<file path="src/hw/rtl/iset_pkg.sv">
`default_nettype none

package iset_pkg;

  localparam int unsigned DEF_CACHE_GROUPS = 64;
  localparam int unsigned DEF_CAPACITY     = 256;

  localparam int unsigned VALUE_W = 32;
  localparam int unsigned COUNT_W = 9;

  // slot hash multiplier
  localparam logic [VALUE_W-1:0] HASH_MULT = 32'd2654435761;

  // store cells examined per search step
  localparam int unsigned GROUP_CELLS = 8;
  localparam int unsigned GROUP_SHIFT = 3;

  typedef enum logic [1:0] {
    REQ_LOOKUP = 2'd0,
    REQ_INSERT = 2'd1,
    REQ_ERASE  = 2'd2
  } req_code_t;

  typedef enum logic [1:0] {
    ST_UNKNOWN = 2'd0,
    ST_PRESENT = 2'd1,
    ST_ABSENT  = 2'd2
  } cstat_t;

  typedef enum logic [2:0] {
    S_CLEAR,
    S_IDLE,
    S_HASH,
    S_CHECK,
    S_WAVE
  } state_t;

  typedef struct packed {
    logic [1:0]                req_type;
    logic signed [VALUE_W-1:0] value;
  } iset_req_t;

  typedef struct packed {
    logic               found;
    logic               dropped;
    logic [COUNT_W-1:0] element_count;
  } iset_rsp_t;

  typedef struct packed {
    logic [VALUE_W-1:0] key;
    cstat_t             status;
  } cache_entry_t;

  typedef struct packed {
    logic push;
    logic shift;
    logic cmp;
  } cell_ctrl_t;

endpackage

`default_nettype wire

</file>
<file path="src/hw/rtl/iset_hash.sv">
`default_nettype none

module iset_hash #(
  parameter int unsigned SLOTS = 4 * iset_pkg::DEF_CACHE_GROUPS,
  localparam int unsigned SW = $clog2(SLOTS)
) (
  input  logic                         clk,
  input  logic                         rst,
  input  logic                         start,
  input  logic [iset_pkg::VALUE_W-1:0] value,
  output logic                         done,
  output logic [SW-1:0]                slot
);

  import iset_pkg::*;

  localparam bit POW2 = ((SLOTS & (SLOTS - 1)) == 0);

  if (POW2) begin : g_mask
    // only the low bits of the product survive the modulo
    localparam logic [SW-1:0] KLOW = SW'(HASH_MULT);

    always_ff @(posedge clk) begin
      if (rst) begin
        done <= 1'b0;
      end else begin
        done <= start;
      end
    end

    always_ff @(posedge clk) begin
      if (start) begin
        slot <= KLOW * value[SW-1:0];
      end
    end
  end else begin : g_serial
    // Horner over the value bits, msb first: acc = (2*acc + bit*K) mod SLOTS
    localparam int unsigned KMOD = HASH_MULT % SLOTS;
    localparam int unsigned BW   = $clog2(VALUE_W);

    logic [SW-1:0]      acc;
    logic [VALUE_W-1:0] sh;
    logic [BW-1:0]      cnt;
    logic               run;
    logic [SW:0]        dbl;
    logic [SW:0]        dbl_red;
    logic [SW:0]        add;
    logic [SW:0]        add_red;

    always_comb begin
      dbl     = {acc, 1'b0};
      dbl_red = (dbl >= (SW+1)'(SLOTS)) ? dbl - (SW+1)'(SLOTS) : dbl;
      add     = sh[VALUE_W-1] ? dbl_red + (SW+1)'(KMOD) : dbl_red;
      add_red = (add >= (SW+1)'(SLOTS)) ? add - (SW+1)'(SLOTS) : add;
    end

    always_ff @(posedge clk) begin
      if (rst) begin
        run  <= 1'b0;
        done <= 1'b0;
        cnt  <= '0;
      end else begin
        done <= 1'b0;
        if (start) begin
          run <= 1'b1;
          cnt <= '0;
        end else if (run) begin
          cnt <= cnt + 1'b1;
          if (cnt == BW'(VALUE_W - 1)) begin
            run  <= 1'b0;
            done <= 1'b1;
          end
        end
      end
    end

    always_ff @(posedge clk) begin
      if (start) begin
        acc <= '0;
        sh  <= value;
      end else if (run) begin
        acc <= add_red[SW-1:0];
        sh  <= {sh[VALUE_W-2:0], 1'b0};
      end
    end

    assign slot = acc;
  end

endmodule

`default_nettype wire

</file>
<file path="config.mk">
export PLATFORM = sky130hd
export DESIGN_NAME = iset_hash
export DESIGN_NICKNAME = d
export VERILOG_FILES = /design/src/hw/rtl/iset_pkg.sv /design/src/hw/rtl/iset_hash.sv
export SDC_FILE = /design/constraint.sdc
export NUM_CORES = 1
export LEC_CHECK = 0
export BUFFER_PORTS_ARGS = -buffer_cell sky130_fd_sc_hd__buf_4
export CORE_AREA = 3 3 40 42
export CTS_BUF_LIST = sky130_fd_sc_hd__clkbuf_2
export DETAILED_ROUTE_END_ITERATION = 10
export DIE_AREA = 0 0 43 45
export PLACE_DENSITY = 0.76
export SKIP_CTS_REPAIR_TIMING = 1
export SYNTH_ARGS = -nofsm -noshare
export SYNTH_HDL_FRONTEND = slang
export SYNTH_SLANG_ARGS = --single-unit
</file>
<file path="constraint.sdc">
create_clock -name clk -period 6.3 [get_ports clk]
set_input_delay 1.89 -clock clk [delete_from_list [all_inputs] [get_ports clk]]
set_output_delay 1.89 -clock clk [all_outputs]
set_load 0.05 [all_outputs]
</file>
# Word-level counts from Yosys, hierarchy flattened
# Index checks and enable logic that the tools add are counted.
# W data, S select, Z words.
# totals
register_bits	9
in_bits	35
# classes
multipliers	1
# ops
op	count
$mul A8 B8 Y8 const A	1

# Logic depth before layout (Yosys ltp)
# Gate-level depths: netlist of the first run.
# logic_depth
ltp_word	1
mapped_depth	9

# Worst setup path before layout of the first run
# Ideal clock, no wire load.
# synth_timing
path_kind	input-to-reg
from	in value[2] in the netlist's numbering
to	reg slot[7] (data pin)
arrival_ns	3.603
t_required_ns	6.040
setup_slack_ns	2.437
cell_stages	9
cell_sequence	ha_1 -> ha_1 -> inv_1 -> fa_1 -> inv_1 -> ha_1 -> xnor2_1 -> xnor2_1 -> xnor2_1
# synth_via
elab_chain_cells	1
# synth_lines
element	line_no	text
from (decl)	iset_hash.sv:10	input logic [iset_pkg::VALUE_W-1:0] value,
$mul A8 B8 Y8	iset_hash.sv:33	slot <= KLOW * value[SW-1:0];
to (signal assigned)	iset_hash.sv:33	
to (decl)	iset_hash.sv:12	output logic [SW-1:0] slot
# No other way between the ends.
# A chain may end at the register's enable or synchronous reset.

# Worst setup path after layout of the first run
# Same ends and word-level chain as after synthesis.

==> impl_metrics.json, run 1 <==
{
  "hold_path_class": "input port to register",
  "numCtsBuffers": 3,
  "synth_mux_area_share_pct": 0,
  "worstSetupPathType": "input port to register",
  "start_util_pct": 35.05,
  "gp_congestion": 0.6880,
  "grt_remaining_overflow": 0,
  "synth_compound_gate_area_share_pct": 0,
  "synth_cell_types": 7,
  "clk_path_buf_depth": 2,
  "syn-num-nets": 72,
  "die_y_um": 45,
  "fin_crit_ns": 3.840,
  "cts_max_level": 1,
  "rows": 13,
  "final_util_pct": 49.17,
  "synthAdderAreaFrac_pct": 23.89,
  "cts_tree": "yes",
  "maxCapViolations": 0,
  "area_growth_pct": 40.28,
  "dr_total_vias": 284,
  "synth_edf_count": 8,
  "cp-end-kind": "register",
  "crit_path_end": "slot[7]",
  "synth_most_common_cell": "edfxtp_1",
  "start_kind": "input port",
  "ir_drop_uv": 74.85,
  "synth_top_family_by_area": "adder cells",
  "drive_above_1_share_pct": 44.23,
  "cp.required_ns": 6.28,
  "finalSetupViolCount": 0,
  "grt_pass1_vias": 288,
  "finalNetCount": 96,
  "syn_area_um2": 450.4,
  "hold_viol_final": 0,
  "multi_input_area_um2": 175.2,
  "cts-root-buf": "clkbuf_2",
  "core-area_mm2": 0.001285,
  "synth_area_leaders": "edfxtp_1, ha_1, xnor2_1",
  "drc": 0,
  "fin_ws_ns": 2.460,
  "slew_viol_final": 0,
  "grt_pass1_wl_mm": 1.104,
  "rsz0062_at_grt": "no",
  "cp.arrival_ns": 3.82,
  "dp_slack_ns": 2.177,
  "synthTopCellsByCount": "edfxtp_1, ha_1, xnor2_1",
  "max_slew_margin_pct": 86.77,
  "path_clk_slew_ns": 0.09,
  "ios": 44,
  "regArea_um2": 260.3,
  "first_pass_iters": 3,
  "antenna_found_initial": 0,
  "hold_ws_ns": 1.802,
  "async_flop_share_pct": 0,
  "wl_um": 709,
  "vias_per_cell": 4.239,
  "cp-startpoint": "value[2]",
  "cts_sinks": 9,
  "fillers": 119,
  "yosys_register_bits": 9,
  "dieArea_mm2": 0.001935,
  "crit_fanout": 3,
  "synth-xor-area-share_pct": 13.61,
  "die_x_um": 43,
  "synth.avg_cell_area_um2": 15.53,
  "synth_top_area_cell": "edfxtp_1",
  "gr-usage-all-layers_pct": 8.030,
  "p_leak_nw": 0.2889,
  "tns_ns": 0,
  "drtIter0Drc": 4,
  "wire_per_inst_um": 10.58,
  "antennaDiodeCount": 0,
  "yosys.area_share.simple_pct": 1.389,
  "ant_nets": 0,
  "synthCells": 29,
  "yosys_warnings": 0,
  "fin_area_um2": 631.9,
  "fin_crit_sh_pct": 60.95,
  "fmax_ghz": 0.2604,
  "outcome": "finished clean",
  "grt_max_degree": 10,
  "worst_slew_pin_slew_ns": 0.1971,
  "power_density_mw_per_mm2": 281.1,
  "ys_seq_area_share_pct": 57.78,
  "placed_area_um2": 611.8,
  "yosysTopAreaCellShare_pct": 53.33,
  "synthFlopType": "edfxtp_1",
  "io_buffers": 19
}
==> flip-flops by register name, indices dropped and copies added, names as in the netlist <==
name  cells
done      1
slot      8
==> worst min path at each step <==
stage                     startpoint  endpoint  slack, ns  cells after the start
after floorplan                  rst      done       1.96                      1
after global placement           rst      done       2.05                      2
after detailed placement         rst      done       2.05                      2
after CTS                        rst      done       1.79                      2
after global routing             rst      done       1.77                      2
final                            rst      done       1.80                      2
==> cell usage in the layout (no fill, tap or decap), drive strengths merged <==
cell / synthesis / final
nor2b: 1 / 1
dfxtp: 1 / 1
ha: 7 / 7
buf: 0 / 19
fa: 1 / 1
inv: 4 / 4
edfxtp: 8 / 8
xnor2: 7 / 7
clkbuf: 0 / 4
==> power by group <==
part           leakage (nW)  internal, mW  switching [mW]  total [mW]
combinational         0.186        0.0239          0.0417      0.0655
sequential           0.0866        0.0751         0.00211      0.0772
clock                0.0166        0.0169          0.0180      0.0349
==> final cells by class <==
type	count	share of cell area, %
inverter	4	2.376
multi-input combinational	16	27.72
timing repair buffer	19	22.57
clock buffer	4	3.168
tap	15	2.970
sequential	9	41.19
==> through the flow <==
step	std cells	total power [mW]
final	67	0.1776
after global routing	67	0.1878
after CTS	67	0.1809
after detailed placement	63	0.1454
after global placement	63	0.1433
after floorplan	29	0.1232
==> logic make-up after synthesis <==
logic type,Yosys count
and+or+nand+nor,1
xor gates and xnor gates,7
DFF,9
adders and majority gates,8
buffers and inverters,4
==> routing by layer <==
| metal | part of all wire [%] | wire, µm | global-route usage, % |
|---|---|---|---|
| met1 | 33 | 231 | 7.053 |
| met5 | 0 | 0 | 0 |
| met2 | 57 | 407 | 14.97 |
| met4 | 0 | 0 | 5.422 |
| met3 | 10 | 71 | 3.187 |
==> critical path: stages <==
cell     delay, ns
buf_4         0.12
ha_1          0.28
ha_1          0.27
inv_1         0.05
fa_1          0.52
inv_1         0.04
ha_1          0.19
xnor2_1       0.18
xnor2_1       0.17
xnor2_1       0.10
Note: power is estimated with default switching activity, not from simulation.
==> run 2: changes to the inputs <==
- CORE_AREA: 3 3 40 42 -> default
- CORE_MARGIN: default -> 3
- CORE_UTILIZATION: default -> 32
- DIE_AREA: 0 0 43 45 -> default
- PLACE_DENSITY: 0.76 -> 0.75
- clock period: 6.3 -> 3.13 ns (I/O delays scaled with it)
==> run 2 against run 1 <==
- hold slack worse by 0.94 ns
- combinational power up 100%
- sequential power up 100%
- largest power group unchanged
- via count up 3.5%
- highest routed layer unchanged
- cell count unchanged
==> impl_metrics.json, run 2 (same netlist as run 1, synthesis figures left out) <==
{
  "crit_fanout": 2,
  "fin_area_um2": 638.1,
  "area_growth_pct": 41.67,
  "grt_max_degree": 10,
  "cts_tree": "yes",
  "max_slew_margin_pct": 85.90,
  "maxCapViolations": 0,
  "antennaDiodeCount": 0,
  "fmax_ghz": 0.3449,
  "slowest_stage": "fa_1",
  "drive_above_1_share_pct": 45.28,
  "gr-usage-all-layers_pct": 8.469,
  "crit_buf_inv": 3,
  "rsz0062_at_grt": "no",
  "finalSetupViolCount": 0,
  "drc": 0,
  "antenna_found_initial": 0,
  "worst_slew_pin_slew_ns": 0.2100,
  "crit_path_max_incr_delay_ns": 0.53,
  "cp.depth": 10,
  "grt_remaining_overflow": 0,
  "reg.largest.list": "slot (8), done (1)",
  "cts_sinks": 9,
  "final_cell_mix": "buf_4, edfxtp_1, xnor2_1, ha_1",
  "power_density_mw_per_mm2": 561.6,
  "wl_um": 733,
  "tns_ns": 0,
  "cts_max_level": 1,
  "cts-root-buf": "clkbuf_2",
  "cp.arrival_ns": 2.87,
  "mostFrequentLayoutCell": "buf_4",
  "slew_viol_final": 0,
  "dieArea_mm2": 0.001894,
  "numCtsBuffers": 3,
  "fin_crit_sh_pct": 92.63,
  "path_clk_slew_ns": 0.09,
  "crit_family": "adder cells",
  "finalNetCount": 97,
  "fillers": 110,
  "die_y_um": 43.52,
  "outcome": "finished clean",
  "min_to": "done",
  "fin_crit_ns": 2.899,
  "hold_path_class": "input port to register",
  "multi_input_area_um2": 175.2,
  "cp.required_ns": 3.10,
  "vias_per_cell": 4.388,
  "regMostFlops": "slot",
  "first_pass_iters": 2,
  "hold_start": "rst",
  "dr_total_vias": 294,
  "clk_path_buf_depth": 2,
  "io_buffers": 19,
  "placed_area_um2": 618.1,
  "rows": 12,
  "grt_pass1_wl_mm": 1.173,
  "hpwlAfterDp_um": 667.1,
  "min_path_cells": 2,
  "ir_drop_uv": 194.7,
  "hold_viol_final": 0,
  "power_mw": 0.3584,
  "start_kind": "input port",
  "largest_reg_flops": 8,
  "grt_pass1_vias": 303,
  "die_x_um": 43.52,
  "worstSetupPathType": "input port to register",
  "start_util_pct": 37.04,
  "ant_nets": 0,
  "p_leak_nw": 0.2937,
  "wire_per_inst_um": 10.94,
  "regArea_um2": 260.3,
  "gp_congestion": 0.6886,
  "core-area_mm2": 0.001216,
  "drtIter0Drc": 3,
  "ios": 44,
  "cp-end-kind": "register",
  "path_cells": "buf_4 > ha_1 > ha_1 > inv_1 > fa_1 > inv_1 > ha_1 > xnor2_1 > xnor2_1 > xnor2_1"
}
run 2: changes by cell type in the layout (fill, tap and decap cells not counted):
| cell | delta |
|---|---|
| buf_4 | +1 |
run 2: area by class of cell:
type | count | share of cell area, %
Sequential cell | 9 | 40.78
Multi-Input combinational cell | 16 | 27.45
Timing Repair Buffer | 20 | 23.53
Clock buffer | 4 | 3.137
Tap cell | 14 | 2.745
Inverter | 4 | 2.353
run 2: metal layers:
layer	part of all wire, %	vias to the layer above	global-route usage, %	wire length [µm]
met5	0	-	0	0
met4	0	0	5.422	0
met3	4.6	0	0.4149	34
met2	56	12	15.93	411
met1	39	135	9.021	288
li1	-	147	-	-
run 2: stage by stage:
stage                     utilization, %  hold slack, ns  instances  setup WS [ns]
after floorplan                        -           1.011         29         0.2177
after global placement             50.82           1.098         63        0.03496
after detailed placement           50.82           1.107         63       -0.03809
after CTS                          52.47          0.8572         67         0.2000
after global routing               52.47          0.8623         67         0.1061
final                              52.47          0.8596         67         0.2307
run 2: power by group:
part / internal (mW) / switching, mW / total [mW]
Combinational: 0.0493 / 0.0847 / 0.134
Clock: 0.0340 / 0.0350 / 0.0690
Sequential: 0.151 / 0.00423 / 0.155
run 2: worst max path at each step:
| stage | from | endpoint | slack (ns) |
|---|---|---|---|
| 3_3_place_gp | value[2] | slot[7] | 0.03 |
| 6_report | value[2] | slot[7] | 0.23 |
| 3_5_place_dp | value[2] | slot[7] | -0.04 |
| 5_1_grt | value[2] | slot[7] | 0.11 |
| 4_1_cts | value[2] | slot[7] | 0.20 |
| 2_1_floorplan | value[2] | slot[7] | 0.22 |
