File: src/hw/rtl/iset_pkg.sv
`default_nettype none

package iset_pkg;

  localparam int unsigned DEF_CACHE_GROUPS = 64;
  localparam int unsigned DEF_CAPACITY     = 256;

  localparam int unsigned VALUE_W = 32;
  localparam int unsigned COUNT_W = 9;

  // slot hash multiplier
  localparam logic [VALUE_W-1:0] HASH_MULT = 32'd2654435761;

  // store cells examined per search step
  localparam int unsigned GROUP_CELLS = 8;
  localparam int unsigned GROUP_SHIFT = 3;

  typedef enum logic [1:0] {
    REQ_LOOKUP = 2'd0,
    REQ_INSERT = 2'd1,
    REQ_ERASE  = 2'd2
  } req_code_t;

  typedef enum logic [1:0] {
    ST_UNKNOWN = 2'd0,
    ST_PRESENT = 2'd1,
    ST_ABSENT  = 2'd2
  } cstat_t;

  typedef enum logic [2:0] {
    S_CLEAR,
    S_IDLE,
    S_HASH,
    S_CHECK,
    S_WAVE
  } state_t;

  typedef struct packed {
    logic [1:0]                req_type;
    logic signed [VALUE_W-1:0] value;
  } iset_req_t;

  typedef struct packed {
    logic               found;
    logic               dropped;
    logic [COUNT_W-1:0] element_count;
  } iset_rsp_t;

  typedef struct packed {
    logic [VALUE_W-1:0] key;
    cstat_t             status;
  } cache_entry_t;

  typedef struct packed {
    logic push;
    logic shift;
    logic cmp;
  } cell_ctrl_t;

endpackage

`default_nettype wire

File: src/hw/rtl/iset_cell.sv
`default_nettype none

module iset_cell (
  input  logic                                clk,
  input  iset_pkg::cell_ctrl_t                ctrl,
  input  logic signed [iset_pkg::VALUE_W-1:0] key,
  input  logic signed [iset_pkg::VALUE_W-1:0] left_val,
  input  logic signed [iset_pkg::VALUE_W-1:0] right_val,
  input  logic                                del_in,
  output logic signed [iset_pkg::VALUE_W-1:0] val,
  output logic                                del_out,
  output logic                                match
);

  import iset_pkg::*;

  always_comb begin
    match   = ctrl.cmp && (val == key);
    // set from the first matching cell onwards
    del_out = del_in || match;
  end

  always_ff @(posedge clk) begin
    if (ctrl.push) begin
      val <= left_val;
    end else if (ctrl.shift && del_out) begin
      val <= right_val;
    end
  end

endmodule

`default_nettype wire

File: config.mk
export PLATFORM = sky130hd
export DESIGN_NAME = iset_cell
export DESIGN_NICKNAME = d
export VERILOG_FILES = /design/src/hw/rtl/iset_pkg.sv /design/src/hw/rtl/iset_cell.sv
export SDC_FILE = /design/constraint.sdc
export NUM_CORES = 1
export LEC_CHECK = 0
export ABC_AREA = 1
export BUFFER_PORTS_ARGS = -buffer_cell sky130_fd_sc_hd__buf_2
export CAP_MARGIN = 30
export CORE_ASPECT_RATIO = 2
export CORE_UTILIZATION = 47
export CTS_CLUSTER_SIZE = 30
export DETAILED_ROUTE_END_ITERATION = 8
export PLACE_DENSITY_LB_ADDON = 0.1
export SETUP_SLACK_MARGIN = 0.3
export SYNTH_ARGS = -nofsm -noshare
export SYNTH_HDL_FRONTEND = slang
export SYNTH_SLANG_ARGS = --single-unit
File: constraint.sdc
create_clock -name clk -period 5 [get_ports clk]
set_input_delay 0.75 -clock clk [delete_from_list [all_inputs] [get_ports clk]]
set_output_delay 0.75 -clock clk [all_outputs]
set_load 0.005 [all_outputs]
# After elaboration in Yosys (flattened, before gate mapping)
# Index checks and enable logic that the tools add are counted.
# word_totals
output_inout_bits	34
register_bits	32
word_cells	8
in_bits	101
# op_classes
eq_ne	1
reduce_logical	4
mux	2
# op_table
operator	count
2-to-1 mux 32 bit	2
equality test 32 bit	1
logical AND 1 bit	2
nonzero test 2 bit	1
logical OR 1 bit	1

# Depth between registers and ports, before layout
# Gate-level depths: netlist of the first run.
# depth
depth_word	6
mapped_depth	12

# Worst setup path before layout of the first run
# Ideal clock, no wire load.
# synth_timing
kind	input-to-reg
start	input port key[21] (netlist bit)
end	register val[0] (netlist bit) (enable)
path_slack_ps	2533
setup_time_ps	390
cell_stages	10
required_time_ps	4610
arrival_time_ps	2078
path_cell_list	inv_1 > or2_1 > o21ai_0 > nor2_1 > nand2_1 > nor2_1 > nand3_2 > nand2_2 > nand2_1 > nand2_1
# synth_between
elab_chain_cells	5
# synth_rtl
item	line_no	rtl
start: declaration	iset_cell.sv:6	input logic signed [iset_pkg::VALUE_W-1:0] key,
equality test 32 bit	iset_cell.sv:18	match = ctrl.cmp && (val == key);
logical AND 1 bit	iset_cell.sv:18	
logical OR 1 bit	iset_cell.sv:20	del_out = del_in || match;
net del_out	iset_cell.sv:11	output logic del_out,
logical AND 1 bit	iset_cell.sv:26	end else if (ctrl.shift && del_out) begin
nonzero test 2 bit (no source line)	--	
end signal: assignment	iset_cell.sv:25	val <= left_val;
end signal: assignment	iset_cell.sv:27	val <= right_val;
end: declaration	iset_cell.sv:10	output logic signed [iset_pkg::VALUE_W-1:0] val,
# The timed path passes the listed nets, and every way through them passes these cells.
# A chain may end at the register's enable or synchronous reset.

# Worst setup path after layout of the first run
# layout_timing
start	input port key[12] (netlist bit)
end	output port match
# layout_between
elab_chain_cells	2
# layout_rtl
item	line_no	rtl
equality test 32 bit	iset_cell.sv:18	
logical AND 1 bit	iset_cell.sv:18	
end: declaration	iset_cell.sv:12	output logic match
# Every way passes these cells.

==> metrics, run 1 <==
Final Hold Fails 0; Least-Margin Pin Slew 0.9104 ns; PortBufs 134; Int Pwr 0.5207 mW; Reg power frac 0.475; CTS Buffer Depth 2; average routed wire per standard cell 11.30 microns; crit path launch type primary input; TritonCTS Sinks 32; clock skew 0.002270 ns; vias in the first global route 2439; Starting Density 0.4903; Starting DRT DRC Count 54; Reg with most FFs val; Reg clk slew, reported paths 0.07 ns; fillcell total 465; synth unique cells 26; Rows 35; DP HPWL 5084 microns; Gate power share 0.269; height of the die 99.95 microns; diode count 0; ratio of cells with drive above 1 in the final layout 0.3167; number of synthesized flops with an enable pin 32; # DRC 0; Max-cap violations 0; Placer Congestion 0.9369; first-pass GRT wire length 9749 microns; final setup violating endpoints 0; Clock power frac 0.256; Tcrit/Tclk final 0.5112; via count 2528; Post-Route WL 6047 microns; cts repair resizes 0; final setup TNS 0 ns; Syn Std Cell Area 2255 sq um; GRT Util Overall 0.2571; maximum VDD drop 0.2451 mV; commonest cells in the netlist nand2_1, inv_1, edfxtp_1; Core Area 4598 sq um; YS warnings 0; Slew headroom 0.3924; die width 50.98 microns; CTS root buf clkbuf_8; I/O pins 135; asr flop ratio synth 0; CP Data Arrival Time 1.81 ns; syn avg cell area 6.554 sq um; largest net degree at the start of global routing 34; gr ovfl total 0; Initial DRT Pass Iterations 5; Hold WC Path Type primary input to flip-flop; nets 580; Post-Syn Nets 445; fin crit period 2.556 ns; clk_lat worst skew 0.28 ns; CTS Hold Bufs 0; dominant synthesized flop cell edfxtp_1; Pleak 1.819 nW; Die ar. 5095 sq um; RSZ-0062 raised after global routing no; Switching Share 0.3065; fmax 0.3912 GHz; worst setup margin 2.444 ns; Post-Synthesis Cells 344; max reg flops 32; maximum fanout along the worst path 2; post-route ant nets 0; CTS tree yes; area leader, netlist edfxtp_1; flops & latches, synth 32; CTS Buf Count 5; Sw Pwr 0.2302 mW; Synth top area share 0.4262; sequential element share of the synthesized area 0.4262; area delta synth->final 35.24%; DP Worst Slack 2.118 ns; Worst setup EP type output port; CP Class primary input to output port; Max H-tree Level 2; Pins Over Slew Limit 0; PwrDens 246.3 nW/um^2; initial antenna violation count 0; Req. time, crit path 4.25 ns; count leader, synth nand2_1; DR vias/cell 4.725; Regs by FF count val (32); top post-synthesis cells by area edfxtp_1, nand2_1, inv_1; Post-CTS Setup Bufs 0; status completed
==> per-stage QoR <==
stage,hold slack (ns),cells,utilization,total power [mW],area (sq um)
floorplan,0.9286,344,-,0.4664,2255
global placement,1.013,527,0.6449,0.5608,2965
detailed placement,1.015,527,0.6449,0.5656,2965
CTS,0.7167,535,0.6631,0.7566,3049
global route,0.7325,535,0.6631,0.7953,3049
finish,0.7255,535,0.6631,0.7509,3049
==> kinds of logic (layout without fill, tap and decap cells) <==
group                     after synthesis  in the layout  share of synthesized area
and+or+nand+nor                       229            229                     0.4123
AOI/OAI and AO/OA                       9              9                    0.02053
buffers and inverters                  68            204                     0.1176
DFF                                    32             32                     0.4262
xor gates and xnor gates                6              6                    0.02331
==> power groups by stage <==
stage / clock [mW] / sequential [mW] / combinational [mW]
2_1_floorplan: 0 / 0.362 / 0.104
3_3_place_gp: 0 / 0.362 / 0.199
3_5_place_dp: 0 / 0.363 / 0.203
4_1_cts: 0.196 / 0.357 / 0.204
5_1_grt: 0.204 / 0.361 / 0.230
6_report: 0.192 / 0.357 / 0.202
==> metal layers <==
| layer | share of wire | GRT usage |
|---|---|---|
| met5 | 0 | 0 |
| met2 | 0.56 | 0.4909 |
| met4 | 0.038 | 0.1432 |
| met3 | 0.057 | 0.04545 |
| met1 | 0.35 | 0.2427 |
==> path summary, 6_finish.rpt <==
check / cells past startpoint / to / slack [ns] / startpoint
max: 7 / match / 2.44 / key[12]
min: 3 / val[2]$_DFFE_PP_ / 0.73 / right_val[2]
max reg2reg: 12 / val[20]$_DFFE_PP_ / 2.92 / val[18]$_DFFE_PP_
min reg2reg: 7 / val[17]$_DFFE_PP_ / 1.10 / val[10]$_DFFE_PP_
==> critical path, stage by stage <==
cell and delay (ns):
buf_2 0.10, xnor2_1 0.27, nand3_1 0.13, nor3b_1 0.22, nand3_1 0.10, nor2_1 0.10, buf_2 0.12
==> cells in the final DEF, fill, tap and decap left out <==
cell type	synthesis	layout
clkinvlp_4	0	1
o22ai_1	1	1
nor2_2	2	2
clkinv_1	2	3
nand2_1	177	177
o21ai_1	1	1
edfxtp_1	32	32
o21ai_0	6	6
clkbuf_8	0	5
nor3_1	2	2
or2_2	2	2
nand4_1	7	7
or2_1	1	1
nor2_1	23	23
nor3b_1	1	1
clkbuf_1	4	1
xor2_1	2	2
buf_4	0	1
nor3_2	1	1
nand2_2	2	2
xnor2_1	4	4
nand3_2	1	1
a21oi_1	1	1
nor4_1	3	3
buf_2	2	134
inv_1	56	56
inv_2	3	3
nand3_1	7	7
==> area by class of cell <==
| class | instances | area [sq um] | area share |
|---|---|---|---|
| multi-input combinational | 244 | 1028 | 0.3373 |
| tap | 55 | 68.82 | 0.02257 |
| clock buffer | 6 | 72.57 | 0.02380 |
| sequential | 32 | 960.9 | 0.3151 |
| clock inverter | 2 | 11.26 | 0.003693 |
| timing repair buffer | 135 | 678.2 | 0.2224 |
| inverter | 61 | 229.0 | 0.07509 |
Power figures use the tool's default switching activity.
==> run 2: changes to the inputs <==
--- a/config.mk
+++ b/config.mk
@@ -9,7 +9,7 @@
 export BUFFER_PORTS_ARGS = -buffer_cell sky130_fd_sc_hd__buf_2
 export CAP_MARGIN = 30
 export CORE_ASPECT_RATIO = 2
-export CORE_UTILIZATION = 47
+export CORE_UTILIZATION = 44
 export CTS_CLUSTER_SIZE = 30
 export DETAILED_ROUTE_END_ITERATION = 8
 export PLACE_DENSITY_LB_ADDON = 0.1
==> constraint.sdc (replaced) <==
create_clock -name clk -period 2.5 [get_ports clk]
set_input_delay 0.375 -clock clk [delete_from_list [all_inputs] [get_ports clk]]
set_output_delay 0.375 -clock clk [all_outputs]
set_load 0.005 [all_outputs]
==> run 2 against run 1 <==
Compared with the run above:
- register-to-register slack got worse by 2.3 ns
- die area up 6.6%
- setup slack got worse by 1.9 ns
- flip-flop and latch count is the same
- via count down 1.8%
- cell area grew 1.1%
- first-iteration DRC count is the same
- clock skew increased by 0.0056 ns
- routed wire length up 1.2%
- critical endpoint unchanged
- largest cell class unchanged
- largest power group unchanged
- highest routed layer unchanged
==> metrics, run 2 (synthesized netlist as in run 1, its figures left out) <==
status completed; post-route ant nets 0 (unchanged); gr ovfl total 0 (unchanged); Core Area 4910 sq um (+6.8%); most common cell after layout, fill and taps aside nand2_1; maximum fanout along the worst path 3 (+1); CTS Buffer Depth 2 (unchanged); design area 3084 sq um (+1.1%); PortBufs 134 (unchanged); fillcell total 489 (+5.2%); Die ar. 5432 sq um (+6.6%); Regs by FF count val (32); slowest CP cell edfxtp_1; height of the die 103.2 microns (+3.3%); Tot Pwr 1.519 mW (+100%); DR vias/cell 4.598 (-2.7%); CTS Buf Count 5 (unchanged); clock skew 0.007847 ns (+0.005577 ns); # DRC 0 (unchanged); final setup violating endpoints 0 (unchanged); Max-cap violations 0 (unchanged); first-pass GRT wire length 9439 microns (-3.2%); Hold WC Path Type primary input to flip-flop; TritonCTS Sinks 32 (unchanged); CP Class flip-flop to output port; Inst Count DP 532 (+0.95%); average routed wire per standard cell 11.33 microns (+0.24%); CP max stage delay 0.44 ns (+0.17 ns); critical path startpoint val[1]$_DFFE_PP_; I/O pins 135 (unchanged); CTS tree yes; Post-Route WL 6118 microns (+1.2%); crit-path cells nand2_1, o21ai_0, nor4_2, nand3_1, nor2_1, buf_2; Finished Layout Cells 540 (+0.93%); cts repair resizes 0 (unchanged); via count 2483 (-1.8%); area delta synth->final 36.79%; worst reg2reg path endpoint val[29]$_DFFE_PP_; Least-Margin Pin Slew 0.3043 ns (-0.6060 ns); PwrDens 492.6 nW/um^2 (+100%); Initial DRT Pass Iterations 4 (-1); Rows 36 (+2.9%); nets 583 (+0.52%); vias in the first global route 2295 (-5.9%); CTS root buf clkbuf_8; Pleak 1.833 nW (+0.75%); max reg flops 32 (unchanged); crit path launch type flip-flop; reg2reg path depth 12 (unchanged); Max H-tree Level 2 (unchanged); Pins Over Slew Limit 0 (unchanged); initial antenna violation count 0 (unchanged); fin crit period 1.999 ns; maximum VDD drop 0.4471 mV (+82%); Final Hold Fails 0 (unchanged); RSZ-0062 raised after global routing no; ratio of cells with drive above 1 in the final layout 0.3251 (+0.008385); Starting Density 0.4592 (-0.03111); final setup TNS 0 ns (unchanged); clk_lat worst skew 0.29 ns (about the same); Placed Instance Area 2990 sq um (+0.84%); Req. time, crit path 2.12 ns (-2.13 ns); GRT Util Overall 0.2384 (-0.01868); r2r startpoint val[26]$_DFFE_PP_; crit path capture match; Reg with most FFs val; Worst setup EP type output port; fmax 0.5002 GHz; slack of the worst reg-to-reg path 0.61 ns (-2.31 ns); CTS Hold Bufs 0 (unchanged); Post-CTS Setup Bufs 0 (unchanged); diode count 0 (unchanged); WHS 0.3434 ns (-0.3821 ns); largest net degree at the start of global routing 33 (-2.9%); worst setup margin 0.5007 ns (-1.943 ns); Core Util, Final 0.6282 (-0.03494); Slew headroom 0.7971 (+0.4047); most frequent cells in the layout nand2_1, buf_2, inv_1, edfxtp_1, nor2_1; Reg clk slew, reported paths 0.07 ns (about the same); CP Data Arrival Time 1.62 ns (-0.19 ns); Tcrit/Tclk final 0.7997; DP Worst Slack 0.5605 ns (-1.557 ns); die width 52.62 microns (+3.2%); DP HPWL 5281 microns (+3.9%); Placer Congestion 0.9087 (-3.0%); Starting DRT DRC Count 54 (unchanged)
## run 2: worst max-delay path: cells and delay by family (launching register included)
family,cells,cell delay [ns]
simple gates,4,0.67
flops,1,0.44
buf+inv,1,0.12
compound gates,1,0.10
## run 2: per-layer routing
| metal | part of all wire | track usage | wire, microns |
|---|---|---|---|
| met4 | 0.042 | 0.1377 | 255 |
| met2 | 0.56 | 0.4440 | 3441 |
| met5 | 0 | 0 | 0 |
| met1 | 0.35 | 0.2316 | 2136 |
| met3 | 0.047 | 0.04678 | 285 |
## run 2: power breakdown
| group | internal [mW] | switching [mW] |
|---|---|---|
| sequential | 0.666 | 0.0485 |
| clock | 0.192 | 0.204 |
| combinational | 0.186 | 0.223 |
## run 2: cell type report
cell class | count | area [sq um] | share of cell area
multi-input combinational | 244 | 1035 | 0.3355
sequential | 32 | 960.9 | 0.3116
timing repair buffer | 138 | 700.7 | 0.2272
inverter | 61 | 229.0 | 0.07424
tap | 57 | 71.32 | 0.02312
clock buffer | 5 | 68.82 | 0.02231
clock inverter | 3 | 18.77 | 0.006085
## run 2: worst min path at each step
stage	startpoint	end	slack, ns	depth (start not counted)
2_1_floorplan	right_val[0]	val[0]$_DFFE_PP_	0.55	2
4_1_cts	right_val[5]	val[5]$_DFFE_PP_	0.34	3
5_1_grt	right_val[5]	val[5]$_DFFE_PP_	0.35	3
6_report	right_val[5]	val[5]$_DFFE_PP_	0.34	3
3_3_place_gp	right_val[30]	val[30]$_DFFE_PP_	0.64	3
3_5_place_dp	right_val[29]	val[29]$_DFFE_PP_	0.64	3
==> run 3: changes to the inputs <==
==> constraint.sdc (replaced) <==
create_clock -name clk -period 2.1 [get_ports clk]
set_input_delay 0.315 -clock clk [delete_from_list [all_inputs] [get_ports clk]]
set_output_delay 0.315 -clock clk [all_outputs]
set_load 0.005 [all_outputs]
==> run 3 against run 2 <==
Compared with the run above:
- worst hold slack got worse by 0.047 ns
- setup slack got worse by 0.37 ns
- final cell count increased by 1.3%
- sequential power increased by 19%
- highest routed layer unchanged
- clock power increased by 5.3%
- register-to-register slack got worse by 0.32 ns
- via count increased by 6.6%
- largest cell class unchanged
==> metrics, run 3 (synthesized netlist as in run 1, its figures left out) <==
most common cell after layout, fill and taps aside nand2_1; height of the die 103.2 microns (unchanged); RSZ-0062 raised after global routing yes; Req. time, crit path 1.78 ns (-0.34 ns); Post-Route WL 6445 microns (+5.3%); largest net degree at the start of global routing 33 (unchanged); gr ovfl total 0 (unchanged); GRT Util Overall 0.2396 (+0.001173); worst setup margin 0.1301 ns (-0.3706 ns); initial antenna violation count 0 (unchanged); die width 52.62 microns (unchanged); Hold WC Path Type primary input to flip-flop; Tot Pwr 1.821 mW (+20%); fillcell total 474 (-3.1%); CP Data Arrival Time 1.65 ns (+0.03 ns); Reg with most FFs val; I/O pins 135 (unchanged); vias in the first global route 2375 (+3.5%); crit-path cells buf_4, or2_2, nand2_1, nor2_1, nand2_1, nor2_1, nand3_2, nand2_4, buf_6; ratio of cells with drive above 1 in the final layout 0.3571 (+0.03209); Die ar. 5432 sq um (unchanged); Slew headroom 0.5337 (-0.2634); Final Hold Fails 0 (unchanged); CTS root buf clkbuf_8; Regs by FF count val (32); CP Class flip-flop to output port; Starting Density 0.4592 (unchanged); CTS Buf Count 5 (unchanged); PortBufs 134 (unchanged); DP Worst Slack 0.1423 ns (-0.4181 ns); Pleak 1.902 nW (+3.8%); CP max stage delay 0.41 ns (-0.03 ns); clock skew 0.007677 ns (-0.0001700 ns); Reg clk slew, reported paths 0.07 ns (about the same); slowest CP cell edfxtp_1; CTS Buffer Depth 2 (unchanged); fin crit period 1.970 ns; status completed; Rows 36 (unchanged); crit path launch type flip-flop; Worst setup EP type output port; nets 593 (+1.7%); PwrDens 559.9 nW/um^2 (+14%); average routed wire per standard cell 11.78 microns (+4.0%); WHS 0.2964 ns (-0.04707 ns); Max-cap violations 0 (unchanged); Starting DRT DRC Count 73 (+35%); maximum VDD drop 0.5179 mV (+16%); Placer Congestion 0.9154 (+0.74%); Max H-tree Level 2 (unchanged); maximum fanout along the worst path 2 (-1); Pins Over Slew Limit 0 (unchanged); clk_lat worst skew 0.28 ns (about the same); Initial DRT Pass Iterations 4 (unchanged); final setup violating endpoints 0 (unchanged); CTS Hold Bufs 0 (unchanged); # DRC 0 (unchanged); most frequent cells in the layout nand2_1, buf_2, inv_1, edfxtp_1, nor2_1; max reg flops 32 (unchanged); via count 2647 (+6.6%); Core Util, Final 0.6626 (+0.03440); DR vias/cell 4.839 (+5.2%); diode count 0 (unchanged); Tcrit/Tclk final 0.9380; Core Area 4910 sq um (unchanged); DP HPWL 5138 microns (-2.7%); first-pass GRT wire length 9528 microns (+0.94%); fmax 0.5076 GHz; area delta synth->final 44.28%; Least-Margin Pin Slew 0.6986 ns (+0.3943 ns); TritonCTS Sinks 32 (unchanged); post-route ant nets 0 (unchanged); final setup TNS 0 ns (unchanged); CTS tree yes
[run 3: where the power goes]
part,switching (mW),internal [mW],total [mW]
logic,0.296,0.257,0.553
clock network,0.204,0.213,0.417
registers,0.0574,0.794,0.851
total,0.557,1.26,1.82
[run 3: final cells by class]
| cell class | count | area [sq um] | area share |
|---|---|---|---|
| multi-input combinational | 247 | 1164 | 0.3577 |
| sequential | 32 | 960.9 | 0.2954 |
| timing repair buffer | 145 | 759.5 | 0.2335 |
| inverter | 61 | 229.0 | 0.07038 |
| tap | 57 | 71.32 | 0.02192 |
| clock buffer | 5 | 68.82 | 0.02115 |
[run 3: timing repair]
action | 4_1_cts | 5_1_grt
setup buffers | 2 | 7
pin swaps | 6 | 17
gates cloned | 0 | 3
gates resized for setup | 5 | 16
setup endpoints to repair | 34 | 34
[run 3: metal layers]
layer / part of all wire / up-vias / track usage
li1: - / 1337 / -
met1: 0.34 / 1184 / 0.2428
met2: 0.57 / 110 / 0.4518
met3: 0.058 / 16 / 0.03509
met4: 0.034 / 0 / 0.1215
met5: 0 / - / 0
[run 3: path summary, 6_finish.rpt]
path                     startpoint           endpoint  slack, ns  depth (start not counted)
setup reg to reg  val[26]$_DFFE_PP_   val[0]$_DFFE_PP_       0.29                         11
setup / recovery  val[14]$_DFFE_PP_            del_out       0.13                          9
hold / removal        right_val[10]  val[10]$_DFFE_PP_       0.30                          3
hold reg to reg   val[25]$_DFFE_PP_   val[4]$_DFFE_PP_       1.22                          9
[run 3: through the flow]
stage          std cells  instance area [sq um]
2_1_floorplan        344                   2262
3_3_place_gp         530                   2983
3_5_place_dp         530                   2983
4_1_cts              537                   3095
5_1_grt              547                   3253
6_report             547                   3253
[run 3: worst max-delay path, delay by kind of cell, from the launching register on]
| family | cells | cell delay [ns] |
|---|---|---|
| simple gates | 7 | 0.68 |
| buf+inv | 2 | 0.29 |
| flops | 1 | 0.41 |
